`config.mk`:
```
export PLATFORM = sky130hd
export DESIGN_NAME = ecg_div
export DESIGN_NICKNAME = d
export VERILOG_FILES = /design/src/hdl/ecg_div.sv
export SDC_FILE = /design/constraint.sdc
export NUM_CORES = 1
export LEC_CHECK = 0
export BUFFER_PORTS_ARGS = -buffer_cell sky130_fd_sc_hd__buf_4
export CORE_UTILIZATION = 55
export DETAILED_ROUTE_END_ITERATION = 6
export HOLD_SLACK_MARGIN = 0.08
export PLACE_DENSITY_LB_ADDON = 0.25
export SLEW_MARGIN = 30
export SYNTH_ARGS = -nofsm -noshare
export SYNTH_HDL_FRONTEND = slang
export SYNTH_SLANG_ARGS = --single-unit
```
`constraint.sdc`:
```
create_clock -name clk -period 3.96 [get_ports clk]
set_input_delay 0.198 -clock clk [delete_from_list [all_inputs] [get_ports clk]]
set_output_delay 0.198 -clock clk [all_outputs]
set_load 0.03 [all_outputs]
```
`src/hdl/ecg_div.sv`:
```
// restoring serial divider, one quotient bit per cycle
module ecg_div (
  input  logic        clk,
  input  logic        rst,
  input  logic        start,
  input  logic [15:0] dividend,
  input  logic [31:0] divisor,
  output logic        done,
  output logic [15:0] quotient
);

  logic        busy;
  logic [4:0]  cnt;
  logic [32:0] rem;
  logic [31:0] dvs;
  logic [32:0] trial;

  assign trial = {rem[31:0], quotient[15]};

  always_ff @(posedge clk) begin
    if (rst) begin
      busy <= 1'b0;
      done <= 1'b0;
      cnt <= '0;
    end else begin
      done <= 1'b0;
      if (start) begin
        busy <= 1'b1;
        cnt <= '0;
        rem <= '0;
        dvs <= divisor;
        quotient <= dividend;
      end else if (busy) begin
        if (trial >= {1'b0, dvs}) begin
          rem <= trial - {1'b0, dvs};
          quotient <= {quotient[14:0], 1'b1};
        end else begin
          rem <= trial;
          quotient <= {quotient[14:0], 1'b0};
        end
        cnt <= cnt + 5'd1;
        if (cnt == 5'd15) begin
          busy <= 1'b0;
          done <= 1'b1;
        end
      end
    end
  end

endmodule

```
==> impl_results.md <==
- Status: finished, final reports clean
- Slew at the pin with the worst max-slew slack: 0.887 ns
- FFs w/ async S/R, synth: 0%
- First-pass GRT wire length: 19100 um
- Crit Path Max Fanout: 19
- Hold depth: 2
- Area growth syn-to-layout: 20.1%
- CP max-delay cell: ha_1
- CP Data Required Time: 4.08 ns
- Sequential share of the synthesized area: 47.2%
- Mapped Nets: 589
- # rows: 35
- Clk Tree Root Cell: clkbuf_8
- Area of the mapped netlist: 0.00538 mm2
- Ys Warns: 0
- Maximum vdd drop: 0.000276 V
- Share of cells above drive strength 1: 19.8%
- Starting Density: 57.4%
- Critical-path cell list: ha_1 > nand2_1 > or3_1 > or3_1 > o211ai_2 > a21o_1 > buf_4 > mux2i_1 > nor2_1
- Gr ovfl total: 0
- Final hold vios: 0
- Fill count: 752
- Post-CTS setup buffers: 0
- Post-synth top flop: edfxtp_1
- Dpl cells: 682
- Hold Crit Class: in -> reg
- Hold EP: quotient[7]$_DFFE_PP_
- Nets: 683
- Reg2reg setup slack: 0.88 ns
- Maximum root-to-sink buffer count: 2
- Power consumption: 2.59 mW
- Die height: 101 um
- R2r endpoint: rem[6]$_SDFFCE_PP0P_
- DRT iter0 DRCs: 204
- Buf/Inv on CP: 1
- Setup crit end kind: flip-flop
- Crit-path max cell delay: ~0.47 ns
- Initial antenna violation count: 0
- PostCTS Resize Cnt: 0
- Critical path type: reg -> reg
- FF+latch area: 0.00254 mm2
- Distinct cell type count after synthesis: 66
- Crit path DAT: 3.19 ns
- Non-Filler Instances: between 700 and 800
- Layout Skew: between 0.015 and 0.02 ns
- Pleak: 2.81 nW
- Hold_sp: dividend[7]
- RSZ-0062 raised after global routing: no
- Pin count of the biggest net entering global routing: 46
- Final Routed Wirelength: 11600 um
- # port buffers: 67
- DP Wirelength: 8100 um
- Worst skew pair latency: 0.38 ns
- RePlAce Congestion: between 0.9 and 1
- Vias in the first global route: 4122
- Crit path launch type: flip-flop
- Hold slack: 0.115 ns
- Average size of a mapped cell: 10.7 um2
- Critical Path Stages: 9
- Peak Freq: approximately 330 MHz
- Top cell type's share of synthesized area: 44.6%
- Ant diodes: 0
- Pwr/cell area: 401 mW/mm2
- Io pins: between 60 and 70
- EDFF count, synth: 80
- Vias: 4188
- Post-CTS Hold Fix Bufs: 33
- Slew Limit Fails: 0
- Max_slew headroom: 40.8%
- Worst r2r path cells: 9
- Final ANT Viol Nets: 0
- Chip width: 101 um
- Tcrit/Tclk final: 77.7%
- CTS buffer count: 9
- Final setup fails: 0
- CTS tree: done
- Crit Reg-Reg Startpoint: rem[19]$_SDFFCE_PP0P_
- WL/cell: ~16 um
- CTS sink count: 87
- H-tree lvl count: 3
- Max Cap Viol: 0
- Top Family by Delay on Critical Path: simple AND/OR/NAND/NOR gates
- Final min period: 3.08 ns
- Core area: 0.00937 mm2
- CTS clk-pin slew, worst paths: 0.10 ns
- Crit path top cell by count: or3_1
- Synthesis-stage register bit count: 87
- Post-Synthesis Cells: 503
- Finished Core Util: 69.0%
- Die ar.: 0.0102 mm2
- Total GRT Usage: 24.3%
- DRT Pass-1 Iters: 5
- Post-synth top area cell: edfxtp_1
- Top cells by area, synth: edfxtp_1 45%, ha_1 7.9%, mux2i_1 4.3%
- Multi-input logic area: 0.00256 mm2
- DRC Markers: 0
- Vias per cell: 5.73
- TNS Setup: 0 ns
-- synth_stat cells, types with 6 or more instances --
cell type	number
edfxtp_1	80
nor2_1	51
inv_1	40
ha_1	34
nand2_1	31
a21oi_1	26
mux2i_1	23
a21o_1	20
xor2_1	17
mux2_2	16
o21ai_0	16
xnor2_1	12
clkbuf_1	10
nand3_1	10
nand4_1	8
dfxtp_1	7
nor3_1	6
-- state kept, by name, indices dropped and copies added, names as in the netlist --
name,count
busy,1
cnt,5
rem,32
quotient,16
dvs,32
done,1
-- cells by family (layout without fill, tap and decap cells) --
group | Yosys count | count (layout) | synth area share [%]
buf+inv | 62 | 161 | 5.39
xor+xnor | 29 | 29 | 4.72
mux | 39 | 39 | 7.63
fa+ha+maj | 35 | 35 | 8.28
compound gates | 113 | 113 | 14.5
flops | 87 | 87 | 47.2
simple gates | 138 | 138 | 12.3
-- cell type report --
type,instances,share of cell area [%]
clock buffers,10,2.13
clock inverters,6,0.735
inverters,41,2.38
multi-input cells,354,39.6
flip-flops and latches,87,39.3
well taps,129,2.50
repair buffers,104,13.4
-- cells in the final DEF (no fill, tap or decap), types with 10 or more instances in the layout --
cell type      Yosys  layout
a21o_1            20      20
a21oi_1           26      26
buf_4              1      71
clkbuf_8           0      10
dlygate4sd3_1      0      33
edfxtp_1          80      80
ha_1              34      34
inv_1             40      40
mux2_2            16      16
mux2i_1           23      23
nand2_1           31      31
nand3_1           10      10
nor2_1            51      49
o21ai_0           16      16
xnor2_1           12      12
xor2_1            17      17
-- power by group --
group	switching (mW)	leakage (nW)	total (mW)	internal, mW
clock	0.357	0.0985	0.611	0.254
combinational	0.474	1.89	0.841	0.367
sequential	0.0385	0.823	1.14	1.10
-- per-stage QoR --
| step | instance area, um2 | worst slack, ns |
|---|---|---|
| after floorplan | 5380 | 0.595 |
| after global placement | 5950 | 0.950 |
| after detailed placement | 5950 | 0.926 |
| after CTS | 6460 | 0.906 |
| after global routing | 6460 | 0.709 |
| final | 6460 | 0.885 |
-- routing by layer --
layer / vias to the layer above / global-route usage, % / wire length, um
met3: 23 / 5.27 / 649
li1: 2020 / - / -
met2: 142 / 41.4 / 5570
met1: 2003 / 30.3 / 5190
met4: 0 / 9.48 / 236
met5: - / 0 / 0
-- worst max-delay path by stage --
stage / from / to / slack (ns)
after global placement: rem[19]$_SDFFCE_PP0P_ / rem[6]$_SDFFCE_PP0P_ / 0.95
after global routing: quotient[15]$_DFFE_PP_ / rem[18]$_SDFFCE_PP0P_ / 0.71
after CTS: rem[19]$_SDFFCE_PP0P_ / rem[6]$_SDFFCE_PP0P_ / 0.91
after detailed placement: rem[19]$_SDFFCE_PP0P_ / rem[6]$_SDFFCE_PP0P_ / 0.93
after floorplan: start / quotient[0]$_DFFE_PP_ / 0.59
final: rem[19]$_SDFFCE_PP0P_ / rem[6]$_SDFFCE_PP0P_ / 0.88
-- worst reg2reg max path: stages (launching register included) --
cell	delay [ns]
edfxtp_1	0.43
ha_1	0.47
nand2_1	0.11
or3_1	0.43
or3_1	0.37
o211ai_2	0.22
a21o_1	0.16
buf_4	0.29
mux2i_1	0.27
nor2_1	0.07
No activity file was read; power rests on OpenSTA's default activity.
