===== src/hdl/ecg_ram.sv =====
// generic single-write single-read ram with registered read
module ecg_ram #(
  parameter int WIDTH = 13,
  parameter int DEPTH = 256
) (
  input  logic                     clk,
  input  logic                     we,
  input  logic [$clog2(DEPTH)-1:0] waddr,
  input  logic [WIDTH-1:0]         wdata,
  input  logic [$clog2(DEPTH)-1:0] raddr,
  output logic [WIDTH-1:0]         rdata
);

  logic [WIDTH-1:0] mem [DEPTH];

  always_ff @(posedge clk) begin
    if (we) begin
      mem[waddr] <= wdata;
    end
    rdata <= mem[raddr];
  end

endmodule


===== config.mk =====
export PLATFORM = sky130hd
export DESIGN_NAME = ecg_ram
export DESIGN_NICKNAME = d
export VERILOG_FILES = /design/src/hdl/ecg_ram.sv
export SDC_FILE = /design/constraint.sdc
export NUM_CORES = 2
export LEC_CHECK = 0
export BUFFER_PORTS_ARGS = -buffer_cell sky130_fd_sc_hd__buf_2
export CORE_ASPECT_RATIO = 0.9
export CORE_MARGIN = 2
export CORE_UTILIZATION = 30
export DETAILED_ROUTE_END_ITERATION = 6
export PLACE_DENSITY = 0.45
export SYNTH_ARGS = -nofsm -noshare
export SYNTH_HDL_FRONTEND = slang
export SYNTH_SLANG_ARGS = --single-unit

===== constraint.sdc =====
create_clock -name clk -period 2.8 [get_ports clk]
set_clock_uncertainty 0.05 [all_clocks]
set_input_delay 0.28 -clock clk [delete_from_list [all_inputs] [get_ports clk]]
set_output_delay 0.28 -clock clk [all_outputs]
set_load 0.05 [all_outputs]

==> PnR_summary.wiki <==
{| class="wikitable"
! Metric !! Value
|-
| Hold WC Path Type || primary input to flip-flop
|-
| Total power density per cell area || 706 nW/µm²
|-
| Critical path type || flip-flop to flip-flop
|-
| Max-slew violation total from the final report || 0
|-
| Setup TNS after final layout || 0 ps
|-
| Distinct cells, synth || 55
|-
| Clk buf depth || 4
|-
| Setup slack of the critical path after layout || 92.2 ps
|-
| Top-area cell type share of the netlist area || 77.8%
|-
| Via density per instance || 5.06
|-
| Kind of cell with the highest combined delay on the critical path || compound AO/OA/AOI/OAI gates
|-
| Area share of fa/ha/maj cells after synthesis || 0%
|-
| All-Layer GR Usage || 17.2%
|-
| Synth async-reset ratio || 0%
|-
| Number of antenna violations at the first check in global routing || 27
|-
| Clock net sink count || 3341
|-
| Placement-stage worst setup slack || -821 ps
|-
| Leakage Power || 0.0495 µW
|-
| Commonest non-fill, non-tap cell in the layout || edfxtp_1
|-
| Critical Path AT || 3450 ps
|-
| Placement-stage cell area || 143000 µm²
|-
| Final core utilization || 36.4%
|-
| Clock-pin slew on the worst setup and hold paths || 60 ps
|-
| Register share of total power || 50.6%
|-
| Average size of a mapped cell || 22.4 µm²
|-
| Status || complete, no violations
|-
| Worst flop-to-flop path endpoint || rdata[6]
|-
| Wire length of the first global-routing pass || 527000 µm
|-
| Total of buffers placed on input and output ports || 43
|-
| Setup repair after global routing missed its margin || no
|-
| Proportion of synthesized chip area in sequential cells || 78.0%
|-
| Slowest cell delay on critical path || 570 ps
|-
| Worst Path Max Fanout || 1
|-
| Total standard cell area after synthesis || 128000 µm²
|-
| Final critical-path required period || 2710 ps
|-
| H-tree level count || 5
|-
| Via count of the first global-routing pass || 65500
|-
| Wirelength per Cell || 29.9 µm
|-
| Synthesis-stage register bit count || 3341
|-
| Width of the chip || 694 µm
|-
| Syn. warnings || 0
|-
| Post-layout net count || 6805
|-
| Io pins || 44
|-
| Startpoint type of the worst setup path || flip-flop
|-
| Category of the worst setup path capture point || flip-flop
|-
| Total core area || 425000 µm²
|-
| Half-perimeter wire length after placement || 247000 µm
|-
| Critical path, cell by cell || mux4_2 > a22o_1 > a221oi_1 > o22ai_1 > buf_4 > a211oi_1 > nor4_1
|-
| Number of max-capacitance violations reported || 0
|-
| Combinational family with the most area after synthesis || multiplexers
|-
| Top area cells in the synthesized netlist || edfxtp_1, mux4_2, mux2i_1
|-
| Final standard cell area without fillers || 155000 µm²
|-
| Post-synthesis net count || 5760
|-
| Mux cell area share after synthesis || 15.8%
|-
| Number of setup violations in the final report || 0
|-
| Synth-to-layout area growth || 20.6%
|-
| Iteration-0 DRC Markers || 7183
|-
| Proportion of power drawn by the clock network || 43.6%
|-
| Starting density of the core || 30.2%
|-
| Post-DRT Antenna Nets || 0
|-
| Worst max-slew margin expressed relative to the limit || 34.5%
|-
| TritonCTS clock tree || yes
|-
| Register-to-register path setup slack || 90 ps
|-
| Net switching component of the power || 24100 µW
|-
| Final count of hold timing violations || 0
|-
| Die Area || 433000 µm²
|-
| Highest attainable clock frequency || 369 MHz
|-
| Overflow after GRT || 0
|-
| Number of instances on the worst hold path || 4
|-
| Row Count || 227
|-
| Share of total power in combinational logic || 5.8%
|-
| FF-to-FF path depth || 7
|-
| Die height || 625 µm
|-
| CTS buffer count || 362
|-
| Crit Reg-Reg Startpoint || mem[246][6]
|-
| Total number of vias || 64200
|-
| Detailed-route wire length || 379000 µm
|-
| Drt first pass iters || 5
|-
| Cell Int Power || 85200 µW
|-
| Buf+Inv Stages, Crit Path || 1
|-
| Commonest cells after routing, fill and taps aside || edfxtp_1, buf_4, mux4_2
|-
| Simple-gate share of the synthesized area || 1.84%
|-
| Post-synthesis compound-gate area fraction || 2.72%
|-
| Post-route clock period utilization || 96.7%
|-
| Crit path max-delay cell type || a211oi_1
|-
| Yosys top cell by area || edfxtp_1
|-
| Switching Fraction || 22.1%
|-
| Proportion of layout cells with a drive suffix above 1 || 33.5%
|-
| Clock tree root driver cell || clkbuf_16
|-
| Gate count of the mapped netlist || 5729
|-
| Peak supply drop || 0.000466 V
|-
| CP Data Required Time || 3550 ps
|-
| Remaining DRCs || 0
|-
| Gp weighted congestion || 0.807
|-
| Minimum hold slack || 106 ps
|-
| Later-pin clock latency in the skew report || 960 ps
|-
| Number of gates on the worst path with buffers counted || 7
|-
| Last element of the critical path || rdata[6]
|-
| Main synth FF type || edfxtp_1
|-
| Worst-margin pin slew || 983 ps
|-
| CP Launch Point || mem[246][6]
|-
| Pin count of the biggest net entering global routing || 98
|-
| EDFF count, synth || 3328
|-
| Synth Area in XOR/XNOR || 0%
|}
## how the worst min path moves through the flow
stage                         from            to  slack [ps]
final                     waddr[1]  mem[195][12]         110
after global routing      waddr[1]  mem[195][12]          70
after floorplan           wdata[0]     mem[0][0]         330
after CTS                 waddr[1]  mem[195][12]          10
after global placement    wdata[5]   mem[112][5]         630
after detailed placement  wdata[5]   mem[112][5]         630
## Yosys cell counts (10+ instances only)
cell / count
o21ai_0: 20
edfxtp_1: 3328
nor3_1: 27
buf_6: 46
nand2b_1: 12
o221ai_1: 70
o31a_1: 10
a21oi_1: 83
mux4_2: 794
clkbuf_1: 150
nand3_1: 29
buf_1: 26
nor2b_1: 39
a311oi_1: 11
nand4_1: 16
a22o_1: 39
nand2_1: 91
buf_4: 41
mux2i_1: 241
dfxtp_1: 13
buf_2: 68
nor2_1: 279
o22ai_1: 42
nor4_1: 13
a22oi_1: 67
a221oi_1: 54
a211oi_1: 40
## what timing repair did
item,CTS,global route
endpoints found under the setup margin,3,2
endpoints found under the hold margin,1592,0
gates resized for setup,4,2
hold buffers,13,0
setup buffers,0,0
pin swaps,0,0
## final cells by class
class	count	area [µm²]
tap	5610	7020
clock inverter	216	2160
clock buffer	442	9620
timing repair buffer	1023	9530
fill	38900	271000
multi-input combinational	2044	26300
sequential	3341	100000
antenna	9	22.5
inverter	2	10.0
## sequential cells by signal, indices dropped and copies added (netlist names)
register and flops:
mem 3328, rdata 13
## kinds of logic after synthesis
logic type      count (synthesis)
mux                          1037
flops                        3341
simple gates                  531
compound gates                476
buf+inv                       344
## worst register-to-register path: stages (launching register included)
cell and delay (ps):
edfxtp_1 370, mux4_2 460, a22o_1 280, a221oi_1 350, o22ai_1 140, buf_4 190, a211oi_1 570, nor4_1 160
## per-stage QoR
stage | instances | total power [µW]
5_1_grt | 12700 | 113000
3_3_place_gp | 12000 | 62700
6_report | 12700 | 109000
2_1_floorplan | 5729 | 59000
4_1_cts | 12700 | 111000
3_5_place_dp | 12000 | 62700
## routing by layer
layer	track usage, %	share of wire (%)	vias up	wire, µm
met4	3.69	2.2	0	8200
met3	2.56	5.8	414	21800
met1	25.0	45	35300	172000
met2	27.3	47	1900	177000
met5	0	0	-	0
li1	-	-	26600	-
## power by group through the flow
stage | combinational [µW] | sequential, µW | clock (µW)
floorplan | 2650 | 56400 | 0
global placement | 6350 | 56300 | 0
CTS | 6440 | 55300 | 48800
finish | 6340 | 55300 | 47700
global route | 6680 | 55200 | 50600
detailed placement | 6400 | 56300 | 0
Note: power is estimated with default switching activity, not from simulation.
